<file path="src/hw/rtl/modinv_pkg.sv">
// Package with shared constants and the sequencer state type of the modular inverse block.
`timescale 1ns / 1ps

package modinv_pkg;

    // Width of the signed base operand.
    localparam int BASE_WIDTH = 64;

    // Default modulus width.
    localparam int MOD_WIDTH_DEF = 31;

    // Step counter width; it must reach BASE_WIDTH - 1.
    localparam int CNT_W = $clog2(BASE_WIDTH);

    // Sequencer states, one-hot.
    typedef enum logic [5:0] {
        S_IDLE   = 6'b000001,
        S_REDUCE = 6'b000010,
        S_FIX    = 6'b000100,
        S_NEXT   = 6'b001000,
        S_MUL    = 6'b010000,
        S_SQR    = 6'b100000
    } t_state;

endpackage

</file>
<file path="src/hw/rtl/modular_inverse_fermat_top.sv">
// Modular inverse by Fermat exponentiation on one shared bit-serial modular multiply-add unit.
// An item with modulus below 2 gives its result in the cycle after it is accepted.
// Otherwise the base is reduced and sign-fixed, then raised to modulus - 2: for each exponent bit,
// LSB first, a set bit multiplies the accumulator by the base power, and the power is squared.
// Throughput: one item at a time; the next item is taken at the edge that ends the result cycle.
// Reset (synchronous, active low) returns the sequencer to idle and clears the result strobe.
`timescale 1ns / 1ps

module modular_inverse_fermat_top
    import modinv_pkg::*;
#(
    parameter int MOD_WIDTH = MOD_WIDTH_DEF
) (
    input  logic                    i_clk,
    input  logic                    i_rst_n,
    input  logic                    start,
    output logic                    busy,
    input  logic [BASE_WIDTH-1:0]   i_base,
    input  logic [MOD_WIDTH-1:0]    i_modulus,
    output logic                    o_valid,
    output logic [MOD_WIDTH-1:0]    o_inverse
);

    // Bit index over the exponent must be able to hold MOD_WIDTH itself.
    localparam int BIDX_W = $clog2(MOD_WIDTH + 1);
    localparam int PAD_W  = BASE_WIDTH - MOD_WIDTH;

    // Sequencer.
    t_state r_state;
    t_state n_state;

    // Operands and working registers of the shared unit.
    logic [MOD_WIDTH-1:0]  r_m;        // modulus of the item in flight
    logic                  r_neg;      // base was negative
    logic [BASE_WIDTH-1:0] r_sh;       // multiplier bits, consumed from the top
    logic [MOD_WIDTH-1:0]  r_t;        // running partial result of the unit
    logic [CNT_W-1:0]      r_cnt;      // step counter within one pass
    logic [MOD_WIDTH-1:0]  r_x;        // current power of the base
    logic [MOD_WIDTH-1:0]  r_acc;      // exponentiation accumulator
    logic [MOD_WIDTH-1:0]  r_e;        // remaining exponent bits, LSB first
    logic [BIDX_W-1:0]     r_bidx;     // exponent bit index
    logic                  r_valid;
    logic [MOD_WIDTH-1:0]  r_inverse;

    // Shared unit signals.
    logic                  s_bit;
    logic [MOD_WIDTH-1:0]  s_add;
    logic [MOD_WIDTH+1:0]  s_t;
    logic [MOD_WIDTH+1:0]  s_m;
    logic [MOD_WIDTH+1:0]  s_two_m;
    logic [MOD_WIDTH-1:0]  s_red;
    logic [BASE_WIDTH-1:0] s_mag;
    logic                  s_accept;
    logic                  s_small;

    assign busy     = (r_state != S_IDLE);
    assign s_accept = start && !busy;
    // A modulus of 0 or 1 has no exponentiation; the answer is 0.
    assign s_small  = (i_modulus < MOD_WIDTH'(2));

    // Magnitude of the signed base; the most negative value maps to 2^63 unsigned.
    assign s_mag = i_base[BASE_WIDTH-1] ? (~i_base + BASE_WIDTH'(1)) : i_base;

    // The shared unit computes t' = (2*t + bit*addend) mod m in one step. Since t < m and
    // addend < m, the sum stays below 3*m, so one of two parallel subtractions reduces it.
    // Reduction of the base uses an addend of 1, which makes each step a restoring
    // remainder step; multiplication uses the multiplicand as addend, MSB first.
    assign s_bit   = r_sh[BASE_WIDTH-1];
    assign s_add   = (r_state == S_REDUCE) ? MOD_WIDTH'(1) : r_x;
    assign s_t     = {1'b0, r_t, 1'b0} + {2'b00, (s_add & {MOD_WIDTH{s_bit}})};
    assign s_m     = {2'b00, r_m};
    assign s_two_m = {1'b0, r_m, 1'b0};

    always_comb begin
        if (s_t >= s_two_m) begin
            s_red = MOD_WIDTH'(s_t - s_two_m);
        end else if (s_t >= s_m) begin
            s_red = MOD_WIDTH'(s_t - s_m);
        end else begin
            s_red = MOD_WIDTH'(s_t);
        end
    end

    // Next state of the sequencer.
    always_comb begin
        n_state = r_state;
        case (r_state)
            S_IDLE: begin
                if (s_accept && !s_small) begin
                    n_state = S_REDUCE;
                end
            end
            S_REDUCE: begin
                if (r_cnt == CNT_W'(BASE_WIDTH - 1)) begin
                    n_state = S_FIX;
                end
            end
            S_FIX: begin
                n_state = S_NEXT;
            end
            S_NEXT: begin
                if (r_bidx == BIDX_W'(MOD_WIDTH)) begin
                    n_state = S_IDLE;
                end else if (r_e[0]) begin
                    n_state = S_MUL;
                end else begin
                    n_state = S_SQR;
                end
            end
            S_MUL: begin
                if (r_cnt == CNT_W'(MOD_WIDTH - 1)) begin
                    n_state = S_SQR;
                end
            end
            S_SQR: begin
                if (r_cnt == CNT_W'(MOD_WIDTH - 1)) begin
                    n_state = S_NEXT;
                end
            end
            default: begin
                n_state = S_IDLE;
            end
        endcase
    end

    // Control registers.
    always_ff @(posedge i_clk) begin
        if (!i_rst_n) begin
            r_state <= S_IDLE;
            r_valid <= 1'b0;
        end else begin
            r_state <= n_state;
            r_valid <= (s_accept && s_small) ||
                       ((r_state == S_NEXT) && (r_bidx == BIDX_W'(MOD_WIDTH)));
        end
    end

    // Datapath registers.
    always_ff @(posedge i_clk) begin
        case (r_state)
            S_IDLE: begin
                if (s_accept) begin
                    r_m     <= i_modulus;
                    r_neg   <= i_base[BASE_WIDTH-1];
                    r_sh    <= s_mag;
                    r_t     <= '0;
                    r_cnt   <= '0;
                end
                if (s_accept && s_small) begin
                    r_inverse <= '0;
                end
            end
            S_REDUCE: begin
                r_t   <= s_red;
                r_sh  <= {r_sh[BASE_WIDTH-2:0], 1'b0};
                r_cnt <= r_cnt + CNT_W'(1);
            end
            S_FIX: begin
                // A negative base with a nonzero remainder maps to m minus that remainder.
                r_x    <= (r_neg && (r_t != '0)) ? (r_m - r_t) : r_t;
                r_acc  <= MOD_WIDTH'(1);
                r_e    <= r_m - MOD_WIDTH'(2);
                r_bidx <= '0;
            end
            S_NEXT: begin
                r_t   <= '0;
                r_cnt <= '0;
                if (r_bidx == BIDX_W'(MOD_WIDTH)) begin
                    r_inverse <= r_acc;
                end else if (r_e[0]) begin
                    r_sh <= {r_acc, {PAD_W{1'b0}}};
                end else begin
                    r_sh <= {r_x, {PAD_W{1'b0}}};
                end
            end
            S_MUL: begin
                if (r_cnt == CNT_W'(MOD_WIDTH - 1)) begin
                    // Product acc * x is done; set up the square of x.
                    r_acc <= s_red;
                    r_t   <= '0;
                    r_cnt <= '0;
                    r_sh  <= {r_x, {PAD_W{1'b0}}};
                end else begin
                    r_t   <= s_red;
                    r_sh  <= {r_sh[BASE_WIDTH-2:0], 1'b0};
                    r_cnt <= r_cnt + CNT_W'(1);
                end
            end
            S_SQR: begin
                if (r_cnt == CNT_W'(MOD_WIDTH - 1)) begin
                    r_x    <= s_red;
                    r_e    <= {1'b0, r_e[MOD_WIDTH-1:1]};
                    r_bidx <= r_bidx + BIDX_W'(1);
                end else begin
                    r_t   <= s_red;
                    r_sh  <= {r_sh[BASE_WIDTH-2:0], 1'b0};
                    r_cnt <= r_cnt + CNT_W'(1);
                end
            end
            default: begin
                r_t <= '0;
            end
        endcase
    end

    assign o_valid   = r_valid;
    assign o_inverse = r_inverse;

    // The partial result of the shared unit stays reduced while it is in use.
    a_t_reduced: assert property (@(posedge i_clk) disable iff (!i_rst_n)
        ((r_state == S_REDUCE) || (r_state == S_MUL) || (r_state == S_SQR)) |-> (r_t < r_m))
        else $error("partial result not below modulus");

    // The base power and the accumulator stay reduced during exponentiation.
    a_x_reduced: assert property (@(posedge i_clk) disable iff (!i_rst_n)
        ((r_state == S_NEXT) || (r_state == S_MUL) || (r_state == S_SQR)) |->
        ((r_x < r_m) && (r_acc < r_m)))
        else $error("exponentiation operands not below modulus");

    // A result is only strobed with the sequencer back at idle.
    a_valid_idle: assert property (@(posedge i_clk) disable iff (!i_rst_n)
        o_valid |-> !busy)
        else $error("result strobed while busy");

    // An accepted item with a usable modulus always starts the sequencer.
    a_start_busy: assert property (@(posedge i_clk) disable iff (!i_rst_n)
        (s_accept && !s_small) |=> busy)
        else $error("accepted item did not start the sequencer");

endmodule
</file>
<file path="config.mk">
export PLATFORM = sky130hd
export DESIGN_NAME = modular_inverse_fermat_top
export DESIGN_NICKNAME = d
export VERILOG_FILES = /design/src/hw/rtl/modinv_pkg.sv /design/src/hw/rtl/modular_inverse_fermat_top.sv
export SDC_FILE = /design/constraint.sdc
export NUM_CORES = 1
export LEC_CHECK = 0
export BUFFER_PORTS_ARGS = -buffer_cell sky130_fd_sc_hd__buf_2
export CELL_PAD_IN_SITES_DETAIL_PLACEMENT = 1
export CELL_PAD_IN_SITES_GLOBAL_PLACEMENT = 2
export CORE_MARGIN = 5
export CORE_UTILIZATION = 40
export CTS_CLUSTER_SIZE = 16
export DETAILED_ROUTE_END_ITERATION = 10
export PLACE_DENSITY_LB_ADDON = 0.05
export SLEW_MARGIN = 30
export SYNTH_ARGS = -nofsm -noshare
export SYNTH_HDL_FRONTEND = slang
export SYNTH_SLANG_ARGS = --single-unit
</file>
<file path="constraint.sdc">
create_clock -name i_clk -period 8.44 [get_ports i_clk]
set_input_delay 1.688 -clock i_clk [delete_from_list [all_inputs] [get_ports i_clk]]
set_output_delay 1.688 -clock i_clk [all_outputs]
set_load 0.05 [all_outputs]
</file>
=== Yosys cells after proc, flatten, opt, wreduce, memory -nomap -nowiden ===
Cells that the tools add are included.

* Register bits: 269
* Input bits: 98
* Logic and storage cells: 102

* Add/subtract/negate cells: 8
* Magnitude comparators: 3
* Equality and inequality tests: 19
* Multiplexer cells: 36
* Bitwise operators: 3
* Reductions and logical operators: 21

{| class="wikitable"
|+ Operators by type and width
! kind !! number
|-
| $mux 64 || 6
|-
| $mux 31 || 11
|-
| $pmux 64 s5 || 1
|-
| $pmux 31 s2 || 4
|-
| $pmux 31 s5 || 1
|-
| $sub 31x31->31 || 3
|-
| $add 64x1->64 const B || 1
|-
| $not 64->64 || 1
|-
| $mux 6 || 9
|-
| $pmux 6 s6 || 1
|-
| $add 32x31->33 || 1
|-
| $ge 33x31->1 || 1
|-
| $ge 33x32->1 || 1
|-
| $and 31x31->31 || 1
|-
| $lt 31x2->1 const B || 1
|-
| $reduce_bool 31->1 || 1
|-
| $sub 31x2->31 const B || 1
|-
| $pmux 6 s5 || 1
|-
| $ne 2x2->1 const B || 8
|-
| $eq 6x5->1 const B || 2
|-
| $eq 6x6->1 const B || 2
|-
| $pmux 5 s2 || 1
|-
| $reduce_and 3->1 || 3
|-
| $reduce_and 4->1 || 2
|-
| 17 further kinds || 26
|}

=== Logic depth before layout (Yosys ltp) ===
* Word-level depth: 9
* Depth in mapped cells: 28
* Mapped depth without buffers: 24

=== Worst setup path after synthesis ===
OpenSTA, ideal clock, no wires.

* Path type: reg-to-reg
* From: reg r_state[0]
* To: reg r_bidx[0] (enable)
* Setup time: 0.585 ns
* Arrival time: 6.120 ns
* Setup slack: 1.735 ns
* Cell stages (with the launch flop): 7
* Path buffers: 3
* Cell sequence: dfxtp_1 > nor4_1 > nand3b_1 > clkbuf_1 > buf_1 > clkbuf_1 > o21ai_0

* Cells in the longest elaborated chain, start to end: 3
* Elaborated cells on any way between the ends: 5
* Classes of those cells: eq/ne (3); reduce/logical (2)

{| class="wikitable"
|+ Ends and longest elaborated chain
! element !! RTL line !! text
|-
| start, declared || modular_inverse_fermat_top.sv:29 || <nowiki>t_state r_state;</nowiki>
|-
| start signal, assigned || modular_inverse_fermat_top.sv:132 || <nowiki>r_state <= n_state;</nowiki>
|-
| $eq 6x6->1 or $eq 6x3->1 (tied branches) || modular_inverse_fermat_top.sv:140 || <nowiki>case (r_state)</nowiki>
|-
| $ne 2x2->1 (no source line) or $reduce_bool 2->1 (tied branches) || - ||
|-
| $reduce_and 2->1 (no source line) (*) || - ||
|-
| end signal, assigned || modular_inverse_fermat_top.sv:193 || <nowiki>r_bidx <= r_bidx + BIDX_W'(1);</nowiki>
|-
| end, declared || modular_inverse_fermat_top.sv:41 || <nowiki>logic [BIDX_W-1:0] r_bidx;</nowiki>
|}

Mark *: on every way between the ends. The rest lies on a longest branch, timed or not.
A chain may end at the register's enable or synchronous reset.

=== Worst setup path in the final report ===
* From: reg r_state[5]
* To: reg r_x[13] (data pin)

* Cells in the longest elaborated chain, start to end: 9
* Elaborated cells on any way between the ends: 14
* Classes of those cells: add/sub (3); order compare (2); eq/ne (3); mux (5); bitwise (1)

{| class="wikitable"
|+ Ends and longest elaborated chain
! element !! RTL line !! text
|-
| $eq 6x2->1 || modular_inverse_fermat_top.sv:69 || <nowiki>assign s_add = (r_state == S_REDUCE) ? MOD_WIDTH'(1) : r_x;</nowiki>
|-
| $mux 31 || modular_inverse_fermat_top.sv:69 ||
|-
| $and 31x31->31 || modular_inverse_fermat_top.sv:70 || <nowiki>assign s_t = {1'b0, r_t, 1'b0} + {2'b00, (s_add & {MOD_WIDTH{s_bit}})};</nowiki>
|-
| $add 32x31->33 || modular_inverse_fermat_top.sv:70 ||
|-
| $sub 31x31->31 or $ge 33x31->1 (tied branches) || modular_inverse_fermat_top.sv:78, modular_inverse_fermat_top.sv:77 ||
|-
| $mux 31 || modular_inverse_fermat_top.sv:77 || <nowiki>end else if (s_t >= s_m) begin</nowiki>
|-
| $mux 31 || modular_inverse_fermat_top.sv:75 || <nowiki>if (s_t >= s_two_m) begin</nowiki>
|-
| $mux 31 || modular_inverse_fermat_top.sv:190 || <nowiki>if (r_cnt == CNT_W'(MOD_WIDTH - 1)) begin</nowiki>
|-
| $pmux 31 s2 (*) || modular_inverse_fermat_top.sv:140 ||
|-
| end signal, assigned || modular_inverse_fermat_top.sv:160 || <nowiki>r_x <= (r_neg && (r_t != '0)) ? (r_m - r_t) : r_t;</nowiki>
|-
| end signal, assigned || modular_inverse_fermat_top.sv:191 || <nowiki>r_x <= s_red;</nowiki>
|-
| end, declared || modular_inverse_fermat_top.sv:38 || <nowiki>logic [MOD_WIDTH-1:0] r_x;</nowiki>
|}

Mark *: on every way between the ends. The rest lies on a longest branch, timed or not. The select of a mux whose other input is x is not followed.

==> impl_metrics.ini <==
[critical_path]
cp.required_ns = 8.72
cp.arrival_ns = 7.63
rrSetupSlack_ns = 1.08
cp_max_fo = 34
cp-start-kind = register
critPathKind = reg -> reg
critPathCaptureType = register

[synthesis]
synth_top_area_cell = edfxtp_1
yosysUniqueCellTypes = 78
yosysMostFrequentCell = edfxtp_1
yosys_most_used_dff = edfxtp_1
ys_async_sr_fraction_pct = 0
syn_avg_cell_area_um2 = 9.294
ys_seq_area_share_pct = 39.91
ys_warn_count = 0
yosys-top-cells-area = edfxtp_1 39%, ha_1 8.0%, o21ai_0 4.3%
synth_edf_count = 262
synth_top_cell_area_share_pct = 39.21
syn_inst = 2159
syn_nets = 2389
synth_area_um2 = 20070
synth_common_cells = 262 x edfxtp_1, 182 x nand2_1, 173 x o21ai_0
ys_ff_latch = 269

[sta]
relSlewSlack_pct = 36.68
hold_viol = 0
worst_pin_slew_ns = 0.9425
fin_crit_sh_pct = 87.15
setup_violations = 0
fin_skew_ns = 0.02370
fmax_mhz = 136.0
whs_ns = 0.5291
slew_viol_final = 0
rsz0062_at_grt = no
fin_tns_setup_ns = 0
layout_min_cycle_time_ns = 7.355

[grt]
grt_usage_pct = 26.25
grt_max_degree = 68
grt_util_met3_pct = 2.688
grtUsageMet2_pct = 43.18
grt_overflow_total = 0
antenna_found_initial = 0
grt_pass1_wl_um = 110800
grt_pass1_vias = 18110
grt_most_used_layer = met2
grtUsageMet1_pct = 37.70

[cts]
cts_setup_buffers = 0
cts.sinks = 269
cts_hold_buf = 0
cts_buffers = 34
ctsHtreeMaxLevel = 2
cts_tree = yes
ctsResizeCount = 0
insertion_delay_ns = 0.56
path_clk_slew_ns = 0.06
ctsRootBufferMaster = clkbuf_16
cts_buffer_depth = 3

[place]
dpl.hpwl_um = 57230
gp_congestion = 0.9910
io_buffers = 130

[floorplan]
io_pins = 131
initial_core_util_pct = 40.24
die_width_um = 234.0
fp-row-count = 82
die_y_um = 234.0
die-area_um2 = 54740
core_um2 = 49860

[cells_and_area]
diodes = 0
final_nets = 2496
nFillCells = 5787
synthToLayoutAreaGrowth_pct = 13.09
register_area_um2 = 8008
multi_input_area_um2 = 11390
drive_gt1_share_pct = 10.70

[power]
power.density_nw_per_um2 = 462.4
leakage_nw = 8.512
ir_worst_vdd_uv = 183.4

[flow_run]
maxCapViolations = 0

[detailed_routing]
via_per_inst = 5.958
drtAntennaViolNets = 0
firstDrtPassIters = 6
vias = 17650
drc_errors = 0
drt_iter0_drc = 1234
wl_per_cell_um = 24.75
drt-total-wl_um = 73300

[min_path]
min_path_type = reg -> reg

[status]
status = completed
[placed cells by master (no fill, tap or decap), types with 31 or more instances in the layout]
| cell type | n |
|---|---|
| edfxtp_1 | 262 |
| a211oi_1 | 55 |
| nand4_1 | 31 |
| buf_2 | 130 |
| nand2_1 | 182 |
| and3_1 | 46 |
| o21ai_0 | 169 |
| buf_4 | 32 |
| and2_1 | 54 |
| xor2_1 | 98 |
| clkbuf_16 | 34 |
| nand3_1 | 46 |
| ha_1 | 128 |
| inv_1 | 103 |
| xnor2_1 | 95 |
| nor3_1 | 49 |
| a21oi_1 | 150 |
| nor4_1 | 31 |
| a21o_1 | 41 |
| nor2_1 | 152 |
[worst max-delay path, cell delays in order (launching register included)]
cell and delay (ns):
dfxtp_1 0.39, nor4_1 0.31, nand3b_1 0.11, buf_4 0.26, and3_1 0.24, ha_1 0.39
o21ai_0 0.16, o21ai_0 0.17, o211ai_1 0.16, a311oi_1 0.59, a221oi_1 0.16, buf_4 0.19
o2111ai_1 0.22, xor2_1 0.47, ha_1 0.41, a21oi_1 0.19, nor2b_1 0.06, o21ai_0 0.24
o211ai_1 0.14, a21oi_1 0.38, o211a_1 0.22, o2111a_1 0.61, buf_4 0.28, a211oi_1 0.09
a311oi_1 0.51, a21oi_1 0.13
[routing by layer]
layer	vias to the layer above	part of all wire, %
li1	8361	-
met5	-	0
met2	384	46
met3	74	4.3
met1	8829	48
met4	0	2.1
[kinds of logic (layout without fill, tap and decap cells)]
group / count (synthesis) / in the layout / synth area share (%)
and+or+nand+nor: 685 / 685 / 17.05
AOI/OAI and AO/OA: 670 / 670 / 21.87
DFF: 269 / 269 / 39.91
buffers and inverters: 197 / 328 / 3.710
xor gates and xnor gates: 193 / 193 / 8.424
adders and majority gates: 132 / 132 / 8.381
muxes: 13 / 13 / 0.6610
[through the flow]
step           cells  instance area (µm²)  total power [W]  worst slack, ns  utilization, %
2_1_floorplan   2159                20070         0.006792            1.735               -
3_3_place_gp    2900                21520         0.008754            1.277           43.17
3_5_place_dp    2901                21540         0.008876            1.174           43.20
4_1_cts         2961                22670          0.01043            1.150           45.46
5_1_grt         2962                22690          0.01118           0.6526           45.51
6_report        2962                22690          0.01049            1.085           45.51
[area by class of cell]
class                      count  area share [%]
sequential                   269           35.29
multi-input combinational   1693           50.20
timing repair buffer         165           4.130
tap                          672           3.705
clock inverter                16          0.9759
clock buffer                  44           4.003
inverter                     103           1.704
[sequential cells by signal, summed over array words and instances (netlist names), 5 cells and up]
name       flops
o_inverse     31
r_t           31
r_acc         31
r_e           31
r_sh          64
r_cnt          6
r_bidx         5
r_x           31
r_state        6
r_m           31
[where the power goes]
group	leakage (nW)	switching (W)	internal [W]
clock network	0.548	0.000612	0.000889
registers	2.41	0.000309	0.00199
logic	5.55	0.00434	0.00235
total	8.51	0.00526	0.00523
[path summary, 6_finish.rpt]
path / start / endpoint / cells past startpoint
worst max-delay path: r_state[5] / r_x[13] / 25
worst min-delay path: r_sh[11] / r_sh[12] / 2
worst max register to register: r_state[5] / r_x[13] / 25
worst min register to register: r_sh[11] / r_sh[12] / 2
No activity file was read; power rests on OpenSTA's default activity.
